**config.mk**
```make
export PLATFORM = sky130hd
export DESIGN_NAME = decimal_int64_parser
export DESIGN_NICKNAME = d
export VERILOG_FILES = /design/src/dip_pkg.sv /design/src/dip_in_stage.sv /design/src/dip_core.sv /design/src/dip_out_stage.sv /design/src/decimal_int64_parser.sv
export SDC_FILE = /design/constraint.sdc
export NUM_CORES = 1
export LEC_CHECK = 0
export ABC_CLOCK_PERIOD_IN_PS = 8900
export BUFFER_PORTS_ARGS = -buffer_cell sky130_fd_sc_hd__buf_2
export CAP_MARGIN = 5
export CORE_MARGIN = 2
export CORE_UTILIZATION = 41
export DETAILED_ROUTE_END_ITERATION = 16
export MAX_ROUTING_LAYER = met4
export SYNTH_ARGS = -nofsm -noshare
export SYNTH_HDL_FRONTEND = slang
export SYNTH_SLANG_ARGS = --single-unit
```
**constraint.sdc**
```tcl
create_clock -name aclk -period 8.9 [get_ports aclk]
set_input_delay 0.89 -clock aclk [delete_from_list [all_inputs] [get_ports aclk]]
set_output_delay 0.89 -clock aclk [all_outputs]
set_load 0.02 [all_outputs]
```
**src/dip_pkg.sv**
```systemverilog
// shared types and constants for the decimal int64 parser
package dip_pkg;

    localparam int CHAR_W   = 8;
    localparam int VALUE_W  = 64;
    localparam int STATUS_W = 2;
    localparam int IDX_W    = 2;
    localparam int DIGIT_W  = 4;
    // accumulator extended so that value*10 +/- digit never wraps
    localparam int ACC_EXT_W = VALUE_W + 4;

    localparam logic [CHAR_W-1:0] CHAR_0     = 8'h30;
    localparam logic [CHAR_W-1:0] CHAR_9     = 8'h39;
    localparam logic [CHAR_W-1:0] CHAR_MINUS = 8'h2D;
    localparam logic [CHAR_W-1:0] CHAR_PLUS  = 8'h2B;

    localparam logic [IDX_W-1:0] IDX_FIRST  = 2'd0;
    localparam logic [IDX_W-1:0] IDX_SECOND = 2'd1;
    localparam logic [IDX_W-1:0] IDX_LATER  = 2'd2;

    typedef enum logic [1:0] {
        SIGN_NONE  = 2'd0,
        SIGN_PLUS  = 2'd1,
        SIGN_MINUS = 2'd2
    } sign_t;

    typedef enum logic [STATUS_W-1:0] {
        ST_OK           = 2'd0,
        ST_LEADING_ZERO = 2'd1,
        ST_NEG_ZERO     = 2'd2,
        ST_MALFORMED    = 2'd3
    } status_t;

    typedef struct packed {
        logic [CHAR_W-1:0] char_code;
        logic              is_last;
    } item_t;

    typedef struct packed {
        logic [VALUE_W-1:0] value;
        status_t            status;
    } result_t;

endpackage

```
**src/dip_in_stage.sv**
```systemverilog
// input register for one character transaction
module dip_in_stage (
    input  logic          aclk,
    input  logic          aresetn,
    input  logic          s_tvalid,
    output logic          s_tready,
    input  dip_pkg::item_t s_item,
    input  logic          advance,
    output logic          item_valid,
    output dip_pkg::item_t item
);

    logic           valid_reg;
    logic           valid_next;
    dip_pkg::item_t item_reg;

    // free slot when empty or when the held item moves on this cycle
    assign s_tready = !valid_reg || advance;

    always_comb begin
        valid_next = valid_reg;
        if (s_tvalid && s_tready) begin
            valid_next = 1'b1;
        end else if (advance) begin
            valid_next = 1'b0;
        end
    end

    always_ff @(posedge aclk) begin
        if (!aresetn) begin
            valid_reg <= 1'b0;
        end else begin
            valid_reg <= valid_next;
        end
    end

    // payload capture
    always_ff @(posedge aclk) begin
        if (s_tvalid && s_tready) begin
            item_reg <= s_item;
        end
    end

    assign item_valid = valid_reg;
    assign item       = item_reg;

endmodule

```
**src/dip_core.sv**
```systemverilog
// parse state and single-pass digit step with overflow and status checks
module dip_core (
    input  logic             aclk,
    input  logic             aresetn,
    input  logic             item_valid,
    input  dip_pkg::item_t   item,
    input  logic             out_ready,
    output logic             advance,
    output logic             result_load,
    output dip_pkg::result_t result
);

    logic [dip_pkg::VALUE_W-1:0]   acc_reg, acc_next;
    logic [dip_pkg::IDX_W-1:0]     idx_reg, idx_next;
    dip_pkg::sign_t                sign_reg, sign_next;
    logic                          first_zero_reg, first_zero_next;
    logic                          second_zero_reg, second_zero_next;
    logic                          malformed_reg, malformed_next;

    logic                          is_digit;
    logic                          is_sign;
    logic                          is_first;
    logic                          neg;
    logic [dip_pkg::DIGIT_W-1:0]   digit;
    logic [dip_pkg::CHAR_W-1:0]    char_off;
    logic [dip_pkg::ACC_EXT_W-1:0] acc_ext;
    logic [dip_pkg::ACC_EXT_W-1:0] acc_x10;
    logic [dip_pkg::ACC_EXT_W-1:0] digit_ext;
    logic [dip_pkg::ACC_EXT_W-1:0] acc_sum;
    logic                          ovf;
    dip_pkg::status_t              status;

    // a held item moves on unless it is a final one facing a full output
    assign advance     = item_valid && (!item.is_last || out_ready);
    assign result_load = advance && item.is_last;

    // character decode
    assign is_digit = (item.char_code >= dip_pkg::CHAR_0) && (item.char_code <= dip_pkg::CHAR_9);
    assign is_sign  = (item.char_code == dip_pkg::CHAR_PLUS)
                   || (item.char_code == dip_pkg::CHAR_MINUS);
    assign is_first = (idx_reg == dip_pkg::IDX_FIRST);
    assign char_off = item.char_code - dip_pkg::CHAR_0;
    assign digit    = char_off[dip_pkg::DIGIT_W-1:0];
    assign neg      = (sign_reg == dip_pkg::SIGN_MINUS);

    // acc*10 +/- digit in extended width, out of range when top bits disagree
    assign acc_ext   = {{(dip_pkg::ACC_EXT_W-dip_pkg::VALUE_W){acc_reg[dip_pkg::VALUE_W-1]}},
                        acc_reg};
    assign acc_x10   = (acc_ext << 3) + (acc_ext << 1);
    assign digit_ext = {{(dip_pkg::ACC_EXT_W-dip_pkg::DIGIT_W){1'b0}}, digit};
    assign acc_sum   = neg ? (acc_x10 - digit_ext) : (acc_x10 + digit_ext);
    assign ovf       = !((&acc_sum[dip_pkg::ACC_EXT_W-1:dip_pkg::VALUE_W-1])
                      || (~|acc_sum[dip_pkg::ACC_EXT_W-1:dip_pkg::VALUE_W-1]));

    // state update for the current character
    always_comb begin
        acc_next         = acc_reg;
        sign_next        = sign_reg;
        first_zero_next  = first_zero_reg;
        second_zero_next = second_zero_reg;
        malformed_next   = malformed_reg;
        idx_next         = (idx_reg == dip_pkg::IDX_LATER) ? idx_reg : idx_reg + 1'b1;

        if (is_first) begin
            first_zero_next = (item.char_code == dip_pkg::CHAR_0);
        end
        if (idx_reg == dip_pkg::IDX_SECOND) begin
            second_zero_next = (item.char_code == dip_pkg::CHAR_0);
        end

        if (is_first && is_sign) begin
            sign_next = (item.char_code == dip_pkg::CHAR_MINUS) ? dip_pkg::SIGN_MINUS
                                                                : dip_pkg::SIGN_PLUS;
        end else if (!is_digit) begin
            malformed_next = 1'b1;
        end else if (!malformed_reg) begin
            if (ovf) begin
                malformed_next = 1'b1;
            end else begin
                acc_next = acc_sum[dip_pkg::VALUE_W-1:0];
            end
        end
    end

    // final status, negative zero first, then leading zeros, then malformed
    always_comb begin
        if ((sign_next == dip_pkg::SIGN_MINUS) && second_zero_next
                && (idx_reg == dip_pkg::IDX_SECOND)) begin
            status = dip_pkg::ST_NEG_ZERO;
        end else if ((first_zero_next && !is_first)
                || ((sign_next == dip_pkg::SIGN_MINUS) && second_zero_next)) begin
            status = dip_pkg::ST_LEADING_ZERO;
        end else if (malformed_next || ((sign_next != dip_pkg::SIGN_NONE) && is_first)) begin
            status = dip_pkg::ST_MALFORMED;
        end else begin
            status = dip_pkg::ST_OK;
        end
    end

    assign result.status = status;
    assign result.value  = (status == dip_pkg::ST_OK) ? acc_next : '0;

    // state registers, cleared after each final character
    always_ff @(posedge aclk) begin
        if (!aresetn || result_load) begin
            acc_reg         <= '0;
            idx_reg         <= dip_pkg::IDX_FIRST;
            sign_reg        <= dip_pkg::SIGN_NONE;
            first_zero_reg  <= 1'b0;
            second_zero_reg <= 1'b0;
            malformed_reg   <= 1'b0;
        end else if (advance) begin
            acc_reg         <= acc_next;
            idx_reg         <= idx_next;
            sign_reg        <= sign_next;
            first_zero_reg  <= first_zero_next;
            second_zero_reg <= second_zero_next;
            malformed_reg   <= malformed_next;
        end
    end

endmodule

```
**src/dip_out_stage.sv**
```systemverilog
// result register holding one transaction for the master side
module dip_out_stage (
    input  logic             aclk,
    input  logic             aresetn,
    input  logic             result_load,
    input  dip_pkg::result_t result,
    output logic             out_ready,
    output logic             m_tvalid,
    input  logic             m_tready,
    output dip_pkg::result_t m_result
);

    logic             valid_reg;
    logic             valid_next;
    dip_pkg::result_t result_reg;

    // room for a new result when empty or when the held one leaves now
    assign out_ready = !valid_reg || m_tready;

    always_comb begin
        valid_next = valid_reg;
        if (result_load) begin
            valid_next = 1'b1;
        end else if (m_tready) begin
            valid_next = 1'b0;
        end
    end

    always_ff @(posedge aclk) begin
        if (!aresetn) begin
            valid_reg <= 1'b0;
        end else begin
            valid_reg <= valid_next;
        end
    end

    // payload capture
    always_ff @(posedge aclk) begin
        if (result_load) begin
            result_reg <= result;
        end
    end

    assign m_tvalid = valid_reg;
    assign m_result = result_reg;

endmodule

```
**src/decimal_int64_parser.sv**
```systemverilog
// Decimal int64 parser: takes an integer literal one ASCII character per transaction
// (tlast on the final character), optional leading '+' or '-', and returns one result
// on the final character with the signed 64-bit value and a status (0 ok, 1 leading
// zeros, 2 negative zero, 3 malformed or overflow; value is zero unless status is 0).
// One character is taken every cycle unless a final character waits on a full result
// register. The multiply-by-ten, add and range check on the 64-bit accumulator are
// combinational between the input and result registers.
module decimal_int64_parser (
    input  logic        aclk,
    input  logic        aresetn,
    input  logic        s_tvalid,
    output logic        s_tready,
    input  logic [7:0]  s_tdata,   // [7:0] char_code
    input  logic        s_tlast,   // is_last
    output logic        m_tvalid,
    input  logic        m_tready,
    output logic [71:0] m_tdata    // [63:0] value, [65:64] status, [71:66] zero
);

    dip_pkg::item_t   s_item;
    dip_pkg::item_t   item;
    dip_pkg::result_t result;
    dip_pkg::result_t m_result;
    logic             item_valid;
    logic             advance;
    logic             result_load;
    logic             out_ready;

    assign s_item.char_code = s_tdata;
    assign s_item.is_last   = s_tlast;

    dip_in_stage u_in (
        .aclk       (aclk),
        .aresetn    (aresetn),
        .s_tvalid   (s_tvalid),
        .s_tready   (s_tready),
        .s_item     (s_item),
        .advance    (advance),
        .item_valid (item_valid),
        .item       (item)
    );

    dip_core u_core (
        .aclk        (aclk),
        .aresetn     (aresetn),
        .item_valid  (item_valid),
        .item        (item),
        .out_ready   (out_ready),
        .advance     (advance),
        .result_load (result_load),
        .result      (result)
    );

    dip_out_stage u_out (
        .aclk        (aclk),
        .aresetn     (aresetn),
        .result_load (result_load),
        .result      (result),
        .out_ready   (out_ready),
        .m_tvalid    (m_tvalid),
        .m_tready    (m_tready),
        .m_result    (m_result)
    );

    assign m_tdata = {6'b0, m_result.status, m_result.value};

`ifndef SYNTHESIS
    // an error status never carries a value
    assert property (@(posedge aclk) disable iff (!aresetn)
        (m_tvalid && (m_tdata[65:64] != dip_pkg::ST_OK)) |-> (m_tdata[63:0] == 64'd0))
        else $error("nonzero value with error status");

    // a final character that moves on always shows up as a result next cycle
    assert property (@(posedge aclk) disable iff (!aresetn)
        (advance && item.is_last) |=> m_tvalid)
        else $error("final character did not produce a result");

    // a final character never overwrites a result that is still waiting
    assert property (@(posedge aclk) disable iff (!aresetn)
        (m_tvalid && !m_tready) |-> !result_load)
        else $error("result overwritten while stalled");
`endif

endmodule

```
======== Word-level counts from Yosys, hierarchy flattened ========
Index checks and enable logic that the tools add are counted.
storage, ports and cells
  register bits after elaboration ......... 148
  logic and storage cells ................. 78
  bits of input ports ..................... 13
operators by class
  mux-type cells .......................... 20
  bitwise logic cells ..................... 1
  reduce and logical (&&, ||, !) cells .... 31
  add/subtract/negate cells ............... 5
  $lt $le $gt $ge ......................... 2
  equality and inequality tests ........... 7
operators by type and width
  cell                   number
  $mux W64               4
  $add A67 B65 Y68       1
  $add A68 B4 Y68        1
  $mux W68               1
  $sub A68 B4 Y68        1
  $eq A8 B6 Y1 const B   3
  $mux W1                10
  $mux W2                5
  $logic_and A1 B1 Y1    9
  $ge A8 B6 Y1 const B   1
  $le A8 B6 Y1 const B   1
  $logic_or A1 B1 Y1     8
  $eq A2 B2 Y1 const B   3
  $logic_not A1 Y1       6
  $reduce_bool A2 Y1     3
  $reduce_and A5 Y1      1
  $reduce_or A5 Y1       1
  $logic_not A2 Y1       2
  $sub A4 B1 Y4 const B  1
  $add A2 B1 Y2 const B  1
  $eq A2 B1 Y1 const B   1
  $reduce_and A2 Y1      1
  $not A1 Y1             1

======== Depth between registers and ports, before layout ========
Gate-level depths: netlist of the first run.
  word-level depth ........................ 15
  depth in mapped cells ................... 21
  mapped depth without buffers ............ 18

======== By module ========
A second synthesis of the first run with hierarchy kept.
unflattened totals
  cell total of the unflattened synthesis .. 1805
  area, all modules ....................... 14312.5 um^2
by module, submodules not included
  module                cells each  instances  area an instance (um^2)
  dip_core              1714        1          11905.2
  dip_out_stage         70          1          2030.7
  dip_in_stage          14          1          327.8
  decimal_int64_parser  7           1          48.8

======== Least setup slack after synthesis of the first run ========
No wires, ideal clock.
  path kind ............................... register to register
  from .................................... reg u_core.acc_reg[0] (netlist bit)
  to ...................................... reg u_out.result_reg (netlist bit u_out.m_result[20]), data pin
  clock period less this slack ............ 5493 ps
  arrival time ............................ 5221 ps
  library setup time ...................... 272 ps
  path slack .............................. 3407 ps
  cell stages (with the launch flop) ...... 21
  path through ............................ dfxtp_1 ha_1 inv_1 fa_1 nor2b_2 o31a_1 o21ai_1 a21o_1 a221oi_2 and4_1 nand2_1 or4b_1 or4_1 a221oi_2 xor2_1 or2_1 o32a_2 buf_4 clkbuf_2 o21ai_0 a211oi_1
between the ends
  cells in the longest elaborated chain, start to end .. 15
  elaborated cells on any way between the ends .. 21
  classes of those cells .................. add/sub (3); mux (12); reduce/logical (6)
RTL lines
  what                                                       RTL line             RTL
  start: declaration                                         dip_core.sv:13       logic [dip_pkg::VALUE_W-1:0] acc_reg, acc_next;
  start signal: assignment                                   dip_core.sv:113      acc_reg <= acc_next;
  $add A67 B65 Y68 (*)                                       dip_core.sv:49       assign acc_x10 = (acc_ext << 3) + (acc_ext << 1);
  $add A68 B4 Y68 / $sub A68 B4 Y68 (equally long branches)  dip_core.sv:51       assign acc_sum = neg ? (acc_x10 - digit_ext) : (acc_x10 + digit_ext);
  $mux W68 (*)                                               dip_core.sv:51
  $reduce_or A5 Y1                                           dip_core.sv:53       || (~|acc_sum[dip_pkg::ACC_EXT_W-1:dip_pkg::VALUE_W-1]));
  $logic_not A1 Y1                                           dip_core.sv:53
  $logic_or A1 B1 Y1                                         dip_core.sv:53
  $mux W1                                                    dip_core.sv:77       if (ovf) begin
  $mux W1                                                    dip_core.sv:76       end else if (!malformed_reg) begin
  $mux W1                                                    dip_core.sv:74       end else if (!is_digit) begin
  $mux W1                                                    dip_core.sv:71       if (is_first && is_sign) begin
  $logic_or A1 B1 Y1                                         dip_core.sv:93       end else if (malformed_next || ((sign_next != dip_pkg::SIGN_NONE) && is_first)) begin
  $mux W2                                                    dip_core.sv:93
  $mux W2                                                    dip_core.sv:90       end else if ((first_zero_next && !is_first)
  $mux W2                                                    dip_core.sv:87       if ((sign_next == dip_pkg::SIGN_MINUS) && second_zero_next
  $logic_not A2 Y1                                           dip_core.sv:101      assign result.value = (status == dip_pkg::ST_OK) ? acc_next : '0;
  end signal: assignment                                     dip_out_stage.sv:40  result_reg <= result;
  end: declaration                                           dip_out_stage.sv:15  dip_pkg::result_t result_reg;
Every way passes the cells marked *; elsewhere a longest branch is shown, timed or not.
A chain may end at the register's enable or synchronous reset.

======== Worst setup path in the final report of the first run ========
  from .................................... reg u_core.acc_reg[0] (netlist bit)
  to ...................................... reg u_out.result_reg (netlist bit u_out.m_result[26]), data pin
The elaborated chain is that of the path after synthesis.

==> metrics.md, run 1 <==
| Metric | Value |
|---|---|
| Outcome | finished clean |
| Hold-fix buffers, CTS | 0 |
| Total power | 1590 uW |
| Synth Cell Area | 0.0148 mm2 |
| Register Area | approximately 0.0037 mm2 |
| Clock Tree Buf Depth | 2 |
| Synth Instances | 1930 |
| CTS sink cnt | 148 |
| Root buf cell | clkbuf_16 |
| Placed cell area | 0.0154 mm2 |
| Max_slew headroom | 19.1% |
| Worst VDD drop | around 0.00014 V |
| Max reg flops | 66 |
| Post-CTS setup buffer count | 0 |
| Final hold viol count | 0 |
| Final setup fails | 0 |
| Placed insts | 2372 |
| Unrepaired setup endpoints after global routing | false |
| Leading cell type in the layout, fill and taps excluded | o21ai_0 |
| Ant. Diodes | 0 |
| Final Max Tran Viols | 0 |
| Vias in the first global route | roughly 15k |
| Initial DRC count | between 1k and 1.5k |
| Maximum fanout along the worst path | 28 |
| Syn avg cell area | between 7 and 8 um2 |
| CTS tree | built |
| DP Wirelength | roughly 44 mm |
| Drt drc | 0 |
| Antenna Violating Nets Remaining | 0 |
| Reg clk slew, reported paths | 0.06 ns |
| Crit path DAT | 7.61 ns |
| Final Cell Area | 0.0160 mm2 |
| DR pass1 iterations | 5 |
| Peak Freq | 135 MHz |
| Die height | 194 um |
| Post-CTS sizing | 0 |
| Die area | approximately 0.038 mm2 |
| RD Place Congestion | around 1 |
| Row count | 69 |
| Setup crit end kind | flop |
| Area occupied by multi-input gates | 0.0104 mm2 |
| Post-layout min period | 7.42 ns |
| Layout Nets | 2019 |
| Grt ovf | 0 |
| Largest net degree at the start of global routing | 129 |
| Data required time of the worst path | 9.08 ns |
| Share of cells above drive strength 1 | 10.7% |
| Startpoint types | flop |
| DR WL/cell | ~23 um |
| I/O pins | 87 |
| Total Negative Setup Slacks | 0 ns |
| Hold slack | 0.456 ns |
| First-pass GRT wire length | 86.8 mm |
| Clock Latency Late Sink | 0.46 ns |
| Slew @ Worst Pin | 1.21 ns |
| Final worst path period share | 83.4% |
| EDFF count, synth | 75 |
| Setup Skew | 0.00992 ns |
| Area Overhead vs Synth | 8.51% |
| Leakage | 0.00549 uW |
| Worst min-delay path class | reg2reg |
| Initial antenna violation count | 0 |
| Most frequent cells in the layout | o21ai_0, nand3_1, a21oi_1 |
| Synth cell types | 114 |
| IO Port Bufs | 80 |
| Async SR Flop Fraction | 0% |
| Synthesis Warnings | 0 |
| Initial core utilization | between 40% and 50% |
| CP Class | reg2reg |
| Max-cap violations | 0 |
| Die X | 194 um |
| Register area share after synthesis | 25.2% |
| Via count | 15.8k |
| Routed WL | 55.8 mm |
| Synth Register Bits | between 100 and 150 |
| Core area | 0.0355 mm2 |
| Power Density | 99.4 mW/mm2 |
| # fillers | roughly 3.6k |
| Total track usage | a little under a third |
| # H-tree levels | 4 |
| Vias per cell | 6.55 |
| Post-Layout Cell Count | between 2k and 2.5k |
| Total CTS buffers | 17 |
| Synth Flop Type | edfxtp_1 |
## cell families after synthesis
| group | share of synthesized area [%] |
|---|---|
| other cells | 0.0254 |
| flops | 25.2 |
| compound gates | 30.5 |
| xor+xnor | 5.60 |
| buf+inv | 4.99 |
| mux | 0.636 |
| simple gates | 26.4 |
| fa+ha+maj | 6.59 |
## synthesized netlist by cell type (24+ instances only)
master    count  area (um2)
buf_2        34         170
nand4_1      41         257
ha_1         73         913
o21ai_0     187         936
or3_1        31         194
inv_1        34         128
nor2_1      120         450
a211oi_1     81         608
clkbuf_1     68         255
o21ai_1      30         150
nor3_1       40         200
nand2_1     159         597
xnor2_1      49         429
a21o_1       24         180
nor4_1       29         181
dfxtp_1      73        1460
nand3_1     185         926
edfxtp_1     75        2250
a21oi_1     172         861
xor2_1       38         333
## through the flow
step                      setup WS (ns)  util (%)
after floorplan                    3.41         -
after global placement             1.64      43.4
after detailed placement           1.61      43.4
after CTS                          1.58      45.1
after global routing               1.04      45.1
final                              1.48      45.1
## critical path, stage by stage, from the launching register on
cell and delay (ns):
dfxtp_1 0.44, ha_1 0.25, inv_1 0.07, fa_1 0.41, nor2b_2 0.21, o31a_1 0.28, o211ai_1 0.33, a311oi_2 0.68
nor2_1 0.12, xnor2_1 0.30, nor4_2 0.66, nor4b_1 0.68, nand2_1 0.20, o31a_1 0.34, o21a_1 0.19, o21ai_0 0.43
o32ai_4 0.20, a21oi_4 0.73, buf_4 0.48, a211oi_1 0.12
## routing by layer
metal	GRT usage, %	up-vias	wire length (um)
met3	4.87	95	3460
met5	-	-	0
met4	10.5	0	1770
met1	40.1	7650	25500
li1	-	7410	-
met2	46.2	601	25000
## path summary, 6_finish.rpt
kind                                 end  slack (ns)  depth (start not counted)                   start
hold reg to reg   u_core.second_zero_reg        0.46                          2  u_core.second_zero_reg
setup / recovery      u_out.m_result[26]        1.48                         19       u_core.acc_reg[0]
hold / removal    u_core.second_zero_reg        0.46                          2  u_core.second_zero_reg
setup reg to reg      u_out.m_result[26]        1.48                         19       u_core.acc_reg[0]
## final cells by class
type                    instances  area share [%]
inverters                      35           0.820
clock inverters                13            1.12
clock buffers                  19            2.70
repair buffers                105            3.83
multi-input cells            1623            64.7
well taps                     461            3.60
flip-flops and latches        148            23.2
## report_power, final
| part | internal (uW) | switching, uW | leakage [uW] |
|---|---|---|---|
| combinational | 17.5 | 58.9 | 0.00393 |
| clock | 468 | 318 | 0.000295 |
| sequential | 725 | 5.48 | 0.00127 |
Note: power is estimated with default switching activity, not from simulation.
==> run 2: changes to the inputs <==
--- a/config.mk
+++ b/config.mk
@@ -5,7 +5,8 @@
 export SDC_FILE = /design/constraint.sdc
 export NUM_CORES = 1
 export LEC_CHECK = 0
-export ABC_CLOCK_PERIOD_IN_PS = 8900
+export ABC_AREA = 1
+export ABC_CLOCK_PERIOD_IN_PS = 6400
 export BUFFER_PORTS_ARGS = -buffer_cell sky130_fd_sc_hd__buf_2
 export CAP_MARGIN = 5
 export CORE_MARGIN = 2
==> constraint.sdc (replaced) <==
create_clock -name aclk -period 6.4 [get_ports aclk]
set_input_delay 0.64 -clock aclk [delete_from_list [all_inputs] [get_ports aclk]]
set_output_delay 0.64 -clock aclk [all_outputs]
set_load 0.02 [all_outputs]
==> run 2 against run 1 <==
Non-clock buffer count is 5 lower. Worst setup slack got worse by 1.2 ns. First-iteration DRC count increased by 50%. Critical path type unchanged. Largest cell class unchanged. Synthesized area is 20% higher. Maximum frequency grew 21%. Largest power group is now combinational logic. Die area is 19% higher. Register-to-register slack worse by 1.2 ns.
==> metrics.md, run 2 <==
| Metric | Value |
|---|---|
| Outcome | finished clean |
| Vias in the first global route | 18.7k |
| Synth Instances | 3226 |
| Root buf cell | clkbuf_16 |
| Worst min-delay path class | in2reg |
| Worst R2R Setup Slack | between 0.2 and 0.3 ns |
| Peak Freq | 163 MHz |
| Most frequent cells after synthesis | nand2_1, inv_1, nor2_1 |
| Synth Flop Type | edfxtp_1 |
| Hold slack | 0.315 ns |
| IO Port Bufs | 80 |
| Vias per cell | 5.31 |
| I/O pins | 87 |
| Initial core utilization | 41.3% |
| Post-layout min period | between 6 and 7 ns |
| Final setup fails | 0 |
| Hold-fix buffers, CTS | 0 |
| Slew @ Worst Pin | ~1.1 ns |
| Worst VDD drop | 0.000128 V |
| Post-CTS sizing | 0 |
| Maximum fanout along the worst path | 14 |
| Worst slack, placed | 0.479 ns |
| Worst setup margin | 0.266 ns |
| Switching power | 1430 uW |
| Synth Register Bits | 148 |
| Max_slew headroom | 26.6% |
| Power Density | 174 mW/mm2 |
| Int Pwr | 1910 uW |
| Synth Cell Area | between 0.015 and 0.02 mm2 |
| Die height | 212 um |
| Total CTS buffers | 17 |
| Reg power frac | 32.5% |
| Layout Nets | 3368 |
| Die area | 0.0448 mm2 |
| CP Class | reg2reg |
| Final worst path period share | 95.8% |
| First-pass GRT wire length | 114 mm |
| Antenna Violating Nets Remaining | 0 |
| Setup Skew | 0.0280 ns |
| Drt drc | 0 |
| Data required time of the worst path | 6.82 ns |
| DP Wirelength | 63.6 mm |
| Row count | 76 |
| Crit path DAT | approximately 6.6 ns |
| Max reg flops | 66 |
| Grt ovf | 0 |
| Routed WL | 77.4 mm |
| DR WL/cell | 20.2 um |
| Via count | 20.4k |
| Initial DRC count | 2174 |
| Slowest stage delay, CP | approximately 0.57 ns |
| Unrepaired setup endpoints after global routing | false |
| Most frequent cells in the layout | nand2_1, inv_1, nor2_1 |
| Post-CTS setup buffer count | 0 |
| Leading area contributor after synthesis | nand2_1 |
| Async SR Flop Fraction | 0% |
| Clock share of power | 33.4% |
| Placed insts | 3806 |
| CTS tree | built |
| Ant. Diodes | 0 |
| Count leader, synth | nand2_1 |
| Leakage | 0.0104 uW |
| RD Place Congestion | 1.03 |
| Top cell by count, worst path | nand2_1 |
| Family with the most delay on the worst path | simple AND/OR/NAND/NOR gates |
| Clock Latency Late Sink | 0.52 ns |
| Fin util | 44.9% |
| Combinational Power Share | between 30% and 40% |
| Synth cell types | 51 |
| Clock Tree Buf Depth | 2 |
| Setup crit end kind | flop |
| Final hold viol count | 0 |
| Die X | 212 um |
| Register area share after synthesis | approximately a fifth |
| Total track usage | 35.7% |
| Synthesis Warnings | 0 |
| CTS sink cnt | roughly 150 |
| Reg clk slew, reported paths | around 0.090 ns |
| # H-tree levels | 4 |
| Area Overhead vs Synth | 8.56% |
| Largest net degree at the start of global routing | 77 |
| Initial antenna violation count | 1 |
| Final Max Tran Viols | 0 |
| Startpoint types | flop |
| Top cell type's share of synthesized area | 25.0% |
| Leading cell type in the layout, fill and taps excluded | nand2_1 |
| Post-Layout Cell Count | 3838 |
| EDFF count, synth | 75 |
| Max-cap violations | 0 |
| Slowest cell on crit path | nand3_2 |
| Share of cells above drive strength 1 | 7.05% |
| Total Negative Setup Slacks | 0 ns |
| Core area | roughly 0.043 mm2 |
| WP buf/inv | 3 |
| Syn avg cell area | 5.48 um2 |
| Top post-synthesis cells by area | nand2_1, edfxtp_1, inv_1 |
| DR pass1 iterations | 6 |
| Sw Share | 42.8% |
-- run 2: changes by cell type after synthesis, moves of 42 or more --
cell / change
a211oi_1: -80
xnor2_1: -45
nand4_1: +78
inv_1: +526
nand3_1: +42
o21ai_0: -121
nor2_1: +326
nand2_1: +1021
a21oi_1: -101
-- run 2: cell type report --
class | instances | area (um2)
clock buffers | 20 | 468
clock inverters | 12 | 138
fillers | 4780 | 23600
inverters | 580 | 2180
multi-input cells | 2432 | 11500
flip-flops and latches | 148 | 3710
well taps | 546 | 683
repair buffers | 100 | 563
-- run 2: metal layers --
metal / up-vias / part of all wire (%) / wire (um) / GRT usage, %
met5: - / 0 / 0 / -
met4: 0 / 2.7 / 2090 / 11.2
met3: 102 / 8.3 / 6410 / 6.29
met2: 779 / 42 / 32600 / 52.5
met1: 9401 / 47 / 36300 / 49.5
li1: 10088 / - / - / -
-- run 2: cell families (layout without fill, tap and decap cells) --
logic type	count (synthesis)	in the layout	share of synthesized area [%]
simple gates	2121	2121	50.7
buf+inv	651	712	14.5
compound gates	164	164	5.02
flops	148	148	21.0
fa+ha+maj	76	76	5.50
xor+xnor	64	64	3.21
other cells	1	6	0.0212
mux	1	1	0.0566
-- run 2: worst reg2reg max path, delay by kind of cell, from the launching register on --
family / cells / cell delay (ns)
buffers and inverters: 3 / 0.58
and+or+nand+nor: 25 / 4.55
adders and majority gates: 1 / 0.51
DFF: 1 / 0.42
-- run 2: final timing paths --
path | from | endpoint | cells past startpoint
max | u_core.acc_reg[44] | u_core.acc_reg[22] | 29
min | s_tdata[4] | u_in.item[5] | 1
max reg2reg | u_core.acc_reg[44] | u_core.acc_reg[22] | 29
min reg2reg | u_core.first_zero_reg | u_core.first_zero_reg | 2
-- run 2: through the flow --
step / total power, uW / instance area [um2]
2_1_floorplan: 1840 / 17700
3_5_place_dp: 2210 / 18600
3_3_place_gp: 2200 / 18600
4_1_cts: 3320 / 19200
5_1_grt: 3480 / 19200
6_report: 3330 / 19200
-- run 2: power groups by stage --
stage | logic [uW] | clock network, uW | registers [uW]
after detailed placement | 1100 | 0 | 1100
after CTS | 1110 | 1130 | 1080
after floorplan | 759 | 0 | 1080
after global placement | 1110 | 0 | 1100
final | 1140 | 1110 | 1080
after global routing | 1250 | 1150 | 1080
==> run 3: changes to the inputs <==
--- a/config.mk
+++ b/config.mk
@@ -9,10 +9,13 @@
 export ABC_CLOCK_PERIOD_IN_PS = 6400
 export BUFFER_PORTS_ARGS = -buffer_cell sky130_fd_sc_hd__buf_2
 export CAP_MARGIN = 5
+export CELL_PAD_IN_SITES_DETAIL_PLACEMENT = 1
+export CELL_PAD_IN_SITES_GLOBAL_PLACEMENT = 2
 export CORE_MARGIN = 2
-export CORE_UTILIZATION = 41
+export CORE_UTILIZATION = 30
 export DETAILED_ROUTE_END_ITERATION = 16
 export MAX_ROUTING_LAYER = met4
+export PLACE_DENSITY_LB_ADDON = 0.1
 export SYNTH_ARGS = -nofsm -noshare
 export SYNTH_HDL_FRONTEND = slang
 export SYNTH_SLANG_ARGS = --single-unit
==> run 3 against run 2 <==
Critical path depth rose by 1. Core utilization is 12 points lower. Wire length grew 10%. Cell area is 1.4% higher. Sequential share of layout area decreased by 0.26 points. Power down 1.1%. Global-route usage decreased by 6.7 points. Sequential power about the same. Non-clock buffer count fell by 4. Critical path type unchanged. Highest routed layer unchanged.
==> metrics.md, run 3 (same netlist as run 2, synthesis figures left out) <==
| Metric | Value |
|---|---|
| WP buf/inv | 4 |
| Vias in the first global route | 20.4k |
| Register Area | 0.00371 mm2 |
| Int Pwr | roughly 1800 uW |
| Startpoint types | flop |
| Outcome | finished clean |
| Initial antenna violation count | 1 |
| Die X | 247 um |
| CTS sink cnt | 148 |
| Worst VDD drop | 0.000226 V |
| Reg power frac | 32.5% |
| Root buf cell | clkbuf_16 |
| Slew @ Worst Pin | a little over 0.9 ns |
| Sw Share | 43.9% |
| Hold-fix buffers, CTS | 0 |
| Final Cell Area | between 0.015 and 0.02 mm2 |
| Final hold viol count | 0 |
| Die area | ~0.061 mm2 |
| Core area | 0.0587 mm2 |
| Ant. Diodes | 0 |
| Slowest stage delay, CP | 0.54 ns |
| Area Overhead vs Synth | 10.0% |
| Row count | 89 |
| Crit path DAT | 6.01 ns |
| Maximum fanout along the worst path | 57 |
| Die height | 247 um |
| Post-CTS setup buffer count | 0 |
| Drt drc | 0 |
| Max-cap violations | 0 |
| Grt ovf | 0 |
| Data required time of the worst path | roughly 6.7 ns |
| Setup crit end kind | flop |
| Vias per cell | 4.99 |
| RD Place Congestion | 0.985 |
| I/O pins | 87 |
| Unrepaired setup endpoints after global routing | false |
| Layout Nets | 3364 |
| Most frequent cells in the layout | nand2_1, inv_1, nor2_1 |
| Fin util | approximately 33% |
| Peak Freq | 174 MHz |
| IO Port Bufs | 80 |
| CP Class | reg2reg |
| Final setup fails | 0 |
| Clock Tree Buf Depth | 2 |
| Max reg flops | 66 |
| Clock Latency Late Sink | 0.52 ns |
| Max_slew headroom | 37.9% |
| Total Negative Setup Slacks | 0 ns |
| CTS tree | built |
| Post-CTS sizing | 0 |
| Initial core utilization | 30.1% |
| # fillers | 8005 |
| DR WL/cell | around 21 um |
| Combinational Power Share | 34.2% |
| Leakage | between 0.01 and 0.015 uW |
| Post-layout min period | 5.75 ns |
| Top cell by count, worst path | nand2_1 |
| Routed WL | 85.2 mm |
| Antenna Violating Nets Remaining | 0 |
| DP Wirelength | ~72 mm |
| Total track usage | 29.0% |
| Leading cell type in the layout, fill and taps excluded | nand2_1 |
| Slowest cell on crit path | nor3_1 |
| DR pass1 iterations | 5 |
| Final worst path period share | between 80% and 90% |
| Reg clk slew, reported paths | 0.08 ns |
| First-pass GRT wire length | 127 mm |
| Final Max Tran Viols | 0 |
| Largest net degree at the start of global routing | 68 |
| # H-tree levels | 4 |
| Share of cells above drive strength 1 | under 10% |
| Setup Skew | between 0.015 and 0.02 ns |
| Placed cell area | 0.0189 mm2 |
| Power Density | roughly 170 mW/mm2 |
| Area occupied by multi-input gates | 0.0115 mm2 |
| Initial DRC count | 1214 |
| Worst min-delay path class | in2reg |
| Switching power | approximately 1400 uW |
| Via count | 20.3k |
| Clock share of power | 33.3% |
| Total CTS buffers | 17 |
| Family with the most delay on the worst path | simple AND/OR/NAND/NOR gates |
-- run 3: power groups by stage --
stage / logic, uW / clock network [uW] / registers, uW
after floorplan: 759 / 0 / 1080
after global placement: 1100 / 0 / 1090
final: 1130 / 1100 / 1070
after CTS: 1130 / 1130 / 1070
after global routing: 1260 / 1160 / 1080
after detailed placement: 1120 / 0 / 1090
-- run 3: path summary, 6_finish.rpt --
path	start	to	slack [ns]	cells past startpoint
min reg2reg	u_core.first_zero_reg	u_core.first_zero_reg	0.47	2
max	u_core.acc_reg[28]	u_out.m_result[39]	0.65	30
max reg2reg	u_core.acc_reg[28]	u_out.m_result[39]	0.65	30
min	s_tdata[7]	u_in.item[8]	0.30	1
-- run 3: final cells by class --
type | count | area share (%)
multi-input cells | 2432 | 58.9
flip-flops and latches | 148 | 19.1
inverters | 580 | 11.2
well taps | 773 | 4.97
repair buffers | 96 | 2.74
clock buffers | 17 | 2.19
clock inverters | 15 | 0.951
-- run 3: worst register-to-register path: cells and delay by family, from the launching register on --
| family | cells | cell delay [ns] |
|---|---|---|
| adders and majority gates | 1 | 0.47 |
| buffers and inverters | 4 | 0.74 |
| DFF | 1 | 0.37 |
| and+or+nand+nor | 25 | 3.94 |
-- run 3: through the flow --
step | cells | power [uW] | hold slack [ns] | setup WS [ns]
floorplan | 3231 | 1840 | 0.424 | 2.52
finish | 4061 | 3300 | 0.297 | 0.645
CTS | 4061 | 3330 | 0.263 | 0.574
detailed placement | 4029 | 2220 | 0.451 | 0.605
global route | 4061 | 3500 | 0.273 | 0.151
global placement | 4029 | 2190 | 0.442 | 0.589
-- run 3: per-layer routing --
layer	up-vias	GRT usage, %	part of all wire, %
li1	10096	-	-
met1	9819	37.2	48
met2	283	48.7	48
met3	58	2.94	2.5
met4	0	7.23	2.1
met5	-	-	0
